`src/tdtr_pkg.sv`:
```
// tdtr_pkg: shared types and constants for the tile dedup / tilemap remap block
// no dependencies
package tdtr_pkg;

  localparam int WordW = 64;
  localparam int IdxW  = 10;
  localparam int CntW  = 11;

  localparam logic       OP_TILE  = 1'b0;
  localparam logic       OP_ENTRY = 1'b1;
  localparam logic       KIND_CLASS = 1'b0;
  localparam logic       KIND_ENTRY = 1'b1;

  localparam logic [9:0] REBASE_ADD  = 10'h0C0;
  localparam logic [9:0] REBASE_SUB  = 10'h040;
  localparam logic [3:0] PAL_BIAS    = 4'd3;

  typedef struct packed {
    logic        op;
    logic [63:0] data_word;
    logic        last_word;
    logic [15:0] map_entry;
  } in_word_t;

  typedef struct packed {
    logic        kind;
    logic [9:0]  raw_index;
    logic [9:0]  tile_index;
    logic        is_new;
    logic        full_res;
    logic [15:0] converted_entry;
  } out_word_t;

  // job handed from front to back: a full tile or an entry to convert
  typedef struct packed {
    logic        op;
    logic [3:0][63:0] tile;
    logic [15:0] map_entry;
  } job_t;

endpackage

```
`src/tdtr_front.sv`:
```
// tdtr_front: assembles tile words and queues finished jobs
// depends on tdtr_pkg
module tdtr_front import tdtr_pkg::*; (
  input  logic     clk,
  input  logic     rst_n,
  input  logic     in_valid,
  output logic     in_stall,
  input  in_word_t in_data,
  output logic     job_valid,
  input  logic     job_take,
  output job_t     job_data
);

  logic [1:0]       pos_r, pos_nxt;
  logic [3:0][63:0] asm_r;
  // two-entry queue
  job_t             q_r [2];
  logic             rd_r, wr_r;
  logic [1:0]       cnt_r;
  logic             acc, done_tile, push;
  job_t             nj;

  assign in_stall = (cnt_r == 2'd2);
  assign acc      = in_valid && !in_stall;
  assign done_tile = (in_data.op == OP_TILE) && (in_data.last_word || pos_r == 2'd3);
  assign push     = acc && ((in_data.op == OP_ENTRY) || done_tile);
  assign pos_nxt  = (acc && in_data.op == OP_TILE) ? (done_tile ? 2'd0 : pos_r + 2'd1) : pos_r;

  always_comb begin
    nj = '0;
    nj.op = in_data.op;
    nj.map_entry = in_data.map_entry;
    for (int w = 0; w < 4; w++) begin
      if (w < int'(pos_r)) nj.tile[w] = asm_r[w];
      else if (w == int'(pos_r)) nj.tile[w] = in_data.data_word;
      else nj.tile[w] = '0;
    end
  end

  always_ff @(posedge clk) begin
    if (acc && in_data.op == OP_TILE) asm_r[pos_r] <= in_data.data_word;
    if (push) q_r[wr_r] <= nj;
    if (!rst_n) begin
      pos_r <= '0;
      rd_r  <= 1'b0;
      wr_r  <= 1'b0;
      cnt_r <= '0;
    end else begin
      pos_r <= pos_nxt;
      if (push) wr_r <= ~wr_r;
      if (job_take) rd_r <= ~rd_r;
      cnt_r <= cnt_r + {1'b0, push} - {1'b0, job_take};
    end
  end

  assign job_valid = (cnt_r != 2'd0);
  assign job_data  = q_r[rd_r];

`ifndef SYNTHESIS
  a_no_overflow: assert property (@(posedge clk) disable iff (!rst_n)
    cnt_r == 2'd2 |-> !push) else $error("queue overflow");
  a_take_valid: assert property (@(posedge clk) disable iff (!rst_n)
    job_take |-> job_valid) else $error("take from empty queue");
  a_pos_wrap: assert property (@(posedge clk) disable iff (!rst_n)
    push && in_data.op == OP_TILE |=> pos_r == 2'd0) else $error("word slot not reset");
`endif

endmodule

```
`config.mk`:
```
export PLATFORM = sky130hd
export DESIGN_NAME = tdtr_front
export DESIGN_NICKNAME = d
export VERILOG_FILES = /design/src/tdtr_pkg.sv /design/src/tdtr_front.sv
export SDC_FILE = /design/constraint.sdc
export NUM_CORES = 1
export LEC_CHECK = 0
export BUFFER_PORTS_ARGS = -buffer_cell sky130_fd_sc_hd__buf_2
export CORE_UTILIZATION = 45
export CTS_BUF_LIST = sky130_fd_sc_hd__clkbuf_4 sky130_fd_sc_hd__clkbuf_8
export DETAILED_ROUTE_END_ITERATION = 8
export GPL_TIMING_DRIVEN = 0
export PLACE_DENSITY = 0.75
export SYNTH_ARGS = -nofsm -noshare
export SYNTH_HDL_FRONTEND = slang
export SYNTH_SLANG_ARGS = --single-unit
```
`constraint.sdc`:
```
create_clock -name clk -period 13 [get_ports clk]
set_input_delay 0 -clock clk [delete_from_list [all_inputs] [get_ports clk]]
set_output_delay 0 -clock clk [all_outputs]
set_load 0.02 [all_outputs]
```
==> flow_summary.toml <==
[setup_path]
cp_data_arrival_time_ns = 4.16
startpoint_type = "register"
cp_max_fo = 10
end_kind = "register"
crit_type = "register to register"
cp_data_required_time_ns = 13.42

[yosys]
netlist_instances = 1549
ys_seq_elements = 745
ys_seq_area_share_pct = 77.3
synth.net_count = 1641
synth_top_area_cell = "edfxtp_1"
ys_warn_count = 0
ys_types = 26
synth.avg_cell_area_um2 = 18.6
synth_top_area_share_pct = 76.8
synth.area.top_cells = "edfxtp_1 77%, mux2_2 13%, nand2_1 2.1%"
synth_area_um2 = 28800

[global_route]
antenna_found_initial = 1
grt_pass1_wl_um = 102000
grt_max_degree = 32
first_global_vias = 16700
gr-usage-all-layers_pct = 21.5
overflow = 0

[finish]
fin_nets = 2267
diodes = 0
area_delta_synth_final_pct = 24.2
final_area_um2 = 35800
instances_no_fill = 3114
drive_gt1_share_pct = 43.7
utilization_pct = 56.7

[placed_design]
dp_slack_ns = 9.14
dp.final_hpwl_um = 46900
placed_area_um2 = 32400
gp_congestion = 0.772
dp_cells = 2797
io_buffers = 360

[drt]
vias = 16000
wl_per_cell_um = 22.8
via_per_inst = 5.14
drtAntennaViolNets = 0
drt-total-wl_um = 70900
drtIter0Drc = 984
first_pass_iters = 5
route.detailed.drc = 0

[sta]
fin_tns_setup_ns = 0
setup_ws_ns = 9.26
finalCritPeriodShare_pct = 28.8
skew_ns = 0.0264
maxSlewViolCount = 0
period_needed_ns = 3.74
tightest_slew_ns = 0.908
rsz0062_at_grt = "no"
whs_ns = 0.0948
final-setup-viol-count = 0
hold_violations = 0
fmax_ghz = 0.267
slew_headroom_pct = 39.2

[die]
design.die.area_um2 = 65100
num_rows = 92
coreArea_um2 = 63200
initial_core_util_pct = 45.6
io-pin-count = 361
die_x_um = 255
die_h_um = 255

[clocking]
post_cts_resized = 0
cts_max_level = 3
clockBufferDepth = 3
cts_setup_buffers = 0
cts_sinks = 745
hold_buffers = 103
cts_tree = "done"
root_buffer = "clkbuf_8"
cts-buffers-inserted = 119
clk_latency_ns = 0.72
clk_pin_slew_ns = 0.06

[worst_hold_path]
hold_class = "primary input to register"

[job]
max_cap_viol_count = 0

[power]
p_per_area_nw_per_um2 = 162
irDropWorstVdd_v = 0.0000983
p_total_mw = 5.80
power_leakage_nw = 12.9

[run_status]
status = "complete, no violations"
state kept, by name (all words and copies together) (netlist names), named ones only:
name and count:
asm_r 192, cnt_r 2, pos_r 2, q_r 546, rd_r 1, wr_r 1
kinds of logic after synthesis:
family	share of synthesized area, %
adder cells (fa/ha/maj)	0.260
AND/OR/NAND/NOR	3.89
multiplexers	13.2
buffers and inverters	2.29
AO/OA/AOI/OAI	2.96
XOR/XNOR	0.0911
flip-flops	77.3
where the power goes:
part | internal [mW] | total, mW | switching, mW
Clock | 1.09 | 2.00 | 0.909
Combinational | 0.338 | 0.886 | 0.548
Sequential | 2.87 | 2.91 | 0.0445
Total | 4.30 | 5.80 | 1.50
synth_stat cells (all sizes together):
cell and instances:
edfxtp 738, mux2 337, nand2 158, o21ai 80
and2 68, buf 61, a22o 50, clkbuf 20
dfxtp 7, ha 6, inv 5, nor3b 3
a21boi 2, nand2b 2, nand4 2, nor2 2
xnor2 2, mux2i 1, nand3b 1, nor2b 1
nor3 1, or2 1, xor2 1
metal layers:
metal  GRT usage, %  vias to the layer above  wire [um]
met3           5.68                       94       5000
met1           27.2                     8117      29400
met4           6.83                        0       1420
met2           35.9                      563      35100
met5              0                        -          0
li1               -                     7229          -
area by class of cell:
type	count	area (um2)
clock buffers	156	1940
multi-input cells	718	5910
repair buffers	505	3530
plain buffers	81	641
fillers	4772	27400
flip-flops and latches	745	22300
inverters	5	18.8
well taps	846	1060
clock inverters	58	434
critical path: stages, from the launching register on:
cell and delay [ns]:
dfxtp_1 0.32, buf_2 0.19, clkbuf_1 0.29, inv_1 0.16, ha_1 0.17, buf_2 0.48, buf_4 0.37, nor3b_2 0.79
buf_6 0.25, buf_6 0.20, buf_6 0.19
placed cells by master (no fill, tap or decap), drive strengths merged, types with 3 or more instances in the layout:
master / Yosys / final
ha: 6 / 6
a22o: 50 / 50
nand2: 158 / 158
nor3b: 3 / 3
clkbuf: 20 / 176
and2: 68 / 68
dlygate4sd3: 0 / 103
o21ai: 80 / 80
clkinv: 0 / 45
buf: 61 / 463
inv: 5 / 7
clkinvlp: 0 / 5
bufinv: 0 / 6
edfxtp: 738 / 738
dfxtp: 7 / 7
mux2: 337 / 337
path summary, 6_finish.rpt:
check | start | end | slack, ns | cells past startpoint
max | pos_r[1]$_SDFFE_PN0P_ | asm_r[53]$_DFFE_PP_ | 9.26 | 10
min | in_data[33] | asm_r[144]$_DFFE_PP_ | 0.09 | 2
max reg2reg | pos_r[1]$_SDFFE_PN0P_ | asm_r[53]$_DFFE_PP_ | 9.26 | 10
min reg2reg | asm_r[159]$_DFFE_PP_ | q_r[0][175]$_DFFE_PP_ | 0.54 | 2
Note: power is estimated with default switching activity, not from simulation.
